===== src/rtl/psr_pkg.sv =====
// ----------------------------------------------------------------------------
// psr_pkg
// Shared constants, register map and arctangent table for the pixel to sphere
// ray direction unit.
// ----------------------------------------------------------------------------
package psr_pkg;

  localparam int MAX_DIM       = 4096;
  localparam int OUT_FRAC_BITS = 15;
  localparam int CORDIC_STEPS  = 30;
  localparam int ANGLE_W       = 15;
  localparam int SIZE_W        = 13;
  localparam int IDX_W         = 12;
  localparam int QUO_W         = 29;
  localparam int CW            = 32;

  localparam logic signed [CW-1:0] CORDIC_ONE = 32'sd652032874;
  localparam logic [ANGLE_W-1:0]   HALF_TURN  = 15'd16384;

  typedef enum logic [2:0] {
    REG_AZ_LO  = 3'd0,
    REG_AZ_HI  = 3'd1,
    REG_EL_LO  = 3'd2,
    REG_EL_HI  = 3'd3,
    REG_COLS   = 3'd4,
    REG_ROWS   = 3'd5
  } reg_idx_t;

  function automatic logic signed [CW-1:0] atan_turn(input int i);
    logic signed [CW-1:0] r;
    case (i)
      0:  r = 32'sd536870912;
      1:  r = 32'sd316933406;
      2:  r = 32'sd167458907;
      3:  r = 32'sd85004756;
      4:  r = 32'sd42667331;
      5:  r = 32'sd21354465;
      6:  r = 32'sd10679838;
      7:  r = 32'sd5340245;
      8:  r = 32'sd2670163;
      9:  r = 32'sd1335087;
      10: r = 32'sd667544;
      11: r = 32'sd333772;
      12: r = 32'sd166886;
      13: r = 32'sd83443;
      14: r = 32'sd41722;
      15: r = 32'sd20861;
      16: r = 32'sd10430;
      17: r = 32'sd5215;
      18: r = 32'sd2608;
      19: r = 32'sd1304;
      20: r = 32'sd652;
      21: r = 32'sd326;
      22: r = 32'sd163;
      23: r = 32'sd81;
      24: r = 32'sd41;
      25: r = 32'sd20;
      26: r = 32'sd10;
      27: r = 32'sd5;
      28: r = 32'sd3;
      29: r = 32'sd1;
      default: r = '0;
    endcase
    return r;
  endfunction

endpackage


===== src/rtl/psr_linang.sv =====
// ----------------------------------------------------------------------------
// psr_linang
// Linear angle law: lo + floor((hi - lo) * (size - 1 - idx) / size) + offset,
// modulo one turn, through a one-bit-per-stage restoring divider.
// ----------------------------------------------------------------------------
module psr_linang #(
  parameter int MaxDim = 4096,
  parameter logic [14:0] AddTurn = 15'd0
) (
  input  logic                              clk,
  input  logic                              en,
  input  logic signed [15:0]                lo,
  input  logic signed [15:0]                hi,
  input  logic [psr_pkg::SIZE_W-1:0]        size_raw,
  input  logic [psr_pkg::IDX_W-1:0]         idx,
  output logic [psr_pkg::ANGLE_W-1:0]       angle
);
  import psr_pkg::*;

  logic [SIZE_W-1:0]        sz;
  logic signed [16:0]       dif;
  logic signed [SIZE_W:0]   k;
  logic signed [30:0]       prod;
  logic [30:0]              prod_abs;
  logic signed [30:0]       nreg;

  logic [SIZE_W-1:0]        rem [0:QUO_W-1];
  logic [QUO_W-1:0]         num [0:QUO_W-1];
  logic                     neg [0:QUO_W-1];
  logic [ANGLE_W-1:0]       q_adj;

  always_comb begin
    if (size_raw == '0) begin
      sz = SIZE_W'(1);
    end else if ({19'b0, size_raw} > 32'(MaxDim)) begin
      sz = SIZE_W'(MaxDim);
    end else begin
      sz = size_raw;
    end
    dif      = 17'(hi) - 17'(lo);
    k        = $signed({1'b0, sz}) - 14'sd1 - $signed({2'b00, idx});
    prod     = 31'(dif) * 31'(k);
    prod_abs = nreg[30] ? 31'(-nreg) : 31'(nreg);
  end

  always_ff @(posedge clk) begin
    if (en) begin
      nreg <= prod;
    end
  end

  for (genvar j = 0; j < QUO_W; j++) begin : g_div
    logic [SIZE_W:0]  t;
    logic             ge;
    logic [SIZE_W-1:0] rin;
    logic [QUO_W-1:0]  nin;
    logic              sin;
    if (j == 0) begin : g_first
      assign rin = '0;
      assign nin = prod_abs[QUO_W-1:0];
      assign sin = nreg[30];
    end else begin : g_rest
      assign rin = rem[j-1];
      assign nin = num[j-1];
      assign sin = neg[j-1];
    end
    assign t  = {rin, nin[QUO_W-1]};
    assign ge = t >= {1'b0, sz};
    always_ff @(posedge clk) begin
      if (en) begin
        rem[j] <= ge ? SIZE_W'(t - {1'b0, sz}) : t[SIZE_W-1:0];
        num[j] <= {nin[QUO_W-2:0], ge};
        neg[j] <= sin;
      end
    end
  end

  always_comb begin
    if (neg[QUO_W-1]) begin
      q_adj = ~num[QUO_W-1][ANGLE_W-1:0] + ANGLE_W'(rem[QUO_W-1] == '0);
    end else begin
      q_adj = num[QUO_W-1][ANGLE_W-1:0];
    end
  end

  always_ff @(posedge clk) begin
    if (en) begin
      angle <= lo[ANGLE_W-1:0] + q_adj + AddTurn;
    end
  end

endmodule


===== config.mk =====
export PLATFORM = sky130hd
export DESIGN_NAME = psr_linang
export DESIGN_NICKNAME = d
export VERILOG_FILES = /design/src/rtl/psr_pkg.sv /design/src/rtl/psr_linang.sv
export SDC_FILE = /design/constraint.sdc
export NUM_CORES = 2
export LEC_CHECK = 0
export ABC_AREA = 1
export BUFFER_PORTS_ARGS = -buffer_cell sky130_fd_sc_hd__buf_2
export CORE_MARGIN = 4
export CORE_UTILIZATION = 25
export CTS_CLUSTER_DIAMETER = 60
export DETAILED_ROUTE_END_ITERATION = 7
export HOLD_SLACK_MARGIN = 0.08
export MAX_ROUTING_LAYER = met4
export PLACE_DENSITY = 0.43
export SKIP_LAST_GASP = 1
export SLEW_MARGIN = 20
export SYNTH_ARGS = -nofsm -noshare
export SYNTH_HDL_FRONTEND = slang
export SYNTH_SLANG_ARGS = --single-unit

===== constraint.sdc =====
create_clock -name clk -period 14.6 [get_ports clk]
set_clock_uncertainty 0.2 [all_clocks]
set_input_delay 2.92 -clock clk [delete_from_list [all_inputs] [get_ports clk]]
set_output_delay 2.92 -clock clk [all_outputs]
set_load 0.03 [all_outputs]

==> metrics <==
Crit Path Max Fanout 30; antenna violations before repair 5; endpoint type of the worst setup path flop; shortest period the worst path allows 11.14 ns; WS Path Type primary input to flop; final-layout fill cell count 26604; Most used DFF post-synth edfxtp_1; worst-margin pin slew 1.15 ns; DRC violations left 0; H-tree Lvls 4; Post-CTS Hold Fix Bufs 0; largest area contributor in the netlist edfxtp_1; Synth Warn # 0; status finished clean; cells after synthesis 6633; CTS tree built; grt total ovfl 0; period utilisation layout 76.3%; FF-to-FF End rem[0][6]; area grow syn2layout 14.4%; cell area after synthesis 0.0639 sq mm; routed wire length 182 mm; worst-skew pair later-pin latency 0.79 ns; critical path's slowest cell buf_4; Yosys reg bits 977; Arrival @ worst endpoint 11.47 ns; Tot GR Track Use 14.1%; placed cell areas 0.0683 sq mm; delay-heaviest family, CP adder cells; Synth cell types 48; CP dominant cell by count nand2_1; Worst Reg2Reg Path Length in Cells 15; CP max stage delay 0.62 ns; TritonCTS buffer count 142; Worst Hold Depth 0; FF-to-FF Start nreg[0]; post-synthesis average cell area 9.63 sq um; max_slew headroom 23.2%; 1st-pass router iterations 5; Worst Hold End num[9][11]; vias in the first global route 46533; via/cell ratio 4.46; Top-Level Pins 74; starting density of the core 25.1%; final hold violation count 0; Worst-path clk slew 0.06 ns; flop2flop setup slack 9.91 ns; Final setup viols 0; root cell of the clock tree clkbuf_16; commonest non-fill, non-tap cell in the layout nand2_1; Critical Path Source Type primary input; Clock Tree Buf Depth 3; Synth area leaders edfxtp_1 46%, ha_1 9.5%, nand2_1 8.5%; die width 513 um; cell count after placement 10020; max-cap viol count 0; CTS Sinks 977; post-synthesis sequential area ratio 45.9%; wire length per cell 17.7 um; global-route wire length before repair 280 mm; cell row count 185; PortBufs 73; worst hold path type flop to flop; Core Area 0.254 sq mm; Placer Congestion 0.884; Hold Crit Start num[8][10]; RSZ-0062 raised after global routing no; Die ar. 0.264 sq mm; maximum operating frequency 89.8 MHz; hpwl dp 134 mm; Final #Nets 7603; Synth async-reset ratio 0%; initial DRC count 2752; Via Count 45862; PostCTS Resize Cnt 0; Finished Layout Cells 10274; CP required 14.93 ns; EDFF count, synth 977; Final ANT Viol Nets 0; final instance area 0.0731 sq mm; share of layout cells above drive strength 1 5.95%; most frequent cells in the layout 1440 x nand2_1, 977 x edfxtp_1, 838 x inv_1; CP bufs+invs 8; largest net degree at the start of global routing 178; TNS Setup 0 ns; Die H 513 um; Slew Viols, Final 0; Post-CTS Setup Bufs 0; Synth top area share 45.9%; Syn Nets 7438
-- state kept, by name, summed over array words and instances (netlist names) --
signal / cells
num: 526
rem: 377
nreg: 30
neg: 29
angle: 15
-- cell usage after synthesis, types with 2 or more instances --
library cell,number
o21ai_0,461
fa_1,263
xnor2_1,110
buf_2,56
o21bai_1,94
a31oi_1,49
nand2_2,10
clkbuf_1,12
or2_2,7
o21ai_1,43
nor2_1,546
nor3_1,96
nand3_2,16
xor2_1,228
nor4_1,4
nand3_1,352
buf_6,9
a21oi_1,323
or2_1,2
o21ai_2,14
and2_1,6
inv_1,845
inv_2,5
o41ai_1,2
a21boi_0,8
nand4_1,69
buf_4,6
a21o_1,49
nand3b_1,20
o31ai_1,2
nand2_1,1445
nor3_2,2
nor2_4,3
edfxtp_1,977
xor2_2,4
ha_1,483
-- area by class of cell --
class / instances / area (sq um) / area share (%)
Multi-Input combinational cell: 4723 / 30900 / 42.3
Sequential cell: 977 / 29300 / 40.1
Tap cell: 3366 / 4210 / 5.76
Clock buffer: 157 / 3670 / 5.03
Inverter: 850 / 3190 / 4.37
Clock inverter: 95 / 1070 / 1.47
Timing Repair Buffer: 104 / 666 / 0.911
Antenna cell: 2 / 5.00 / 0.00685
-- cells by family (layout without fill, tap and decap cells) --
group                    count (synthesis)  count (layout)  synth area share (%)
XOR/XNOR                               343             343                  4.78
buffers and inverters                  933            1206                  5.73
AO/OA/AOI/OAI                         1051            1051                  9.05
other                                    0               2                     0
adder cells (fa/ha/maj)                746             746                  17.7
AND/OR/NAND/NOR                       2583            2583                  16.8
flip-flops                             977             977                  45.9
-- metal layers --
layer  track usage [%]  vias up  share of wire, %
met4              4.00        0               2.6
met2              23.6      755                48
met5                 -        -                 0
met1              17.9    22046                46
met3              1.89      225               3.2
li1                  -    22836                 -
-- worst max-delay path by stage --
stage                      startpoint       end  slack (ns)  depth (start not counted)
final                     size_raw[2]  nreg[23]        3.46                         35
after global routing      size_raw[2]  nreg[23]        2.88                         35
after CTS                 size_raw[2]  nreg[23]        3.57                         35
after detailed placement  size_raw[2]  nreg[23]        2.71                         35
after global placement    size_raw[2]  nreg[23]        2.72                         35
after floorplan           size_raw[0]  nreg[30]        0.91                         34
-- worst register-to-register path, stage by stage (launching register included) --
cell and delay (ns):
edfxtp_1 0.48, inv_1 0.10, ha_1 0.28, inv_1 0.10, nor3_2 0.37, nand2_1 0.13
o21ai_0 0.17, nand2_1 0.07, a21oi_1 0.74, inv_1 0.14, ha_1 0.43, nand2_1 0.09
a21oi_1 0.14, nand3_1 0.49, nand2_2 0.43, and2_1 0.17
-- metrics by stage --
step | hold slack [ns] | utilization, % | setup WS, ns
final | 0.190 | 28.8 | 3.46
after global routing | 0.194 | 28.8 | 2.88
after CTS | 0.185 | 28.8 | 3.57
after detailed placement | 0.205 | 26.9 | 2.71
after global placement | 0.200 | 26.9 | 2.72
after floorplan | 0.200 | - | 0.913
Power is not shown: default switching activity piles up to over one toggle a cycle in this logic, so the estimate is an artifact.
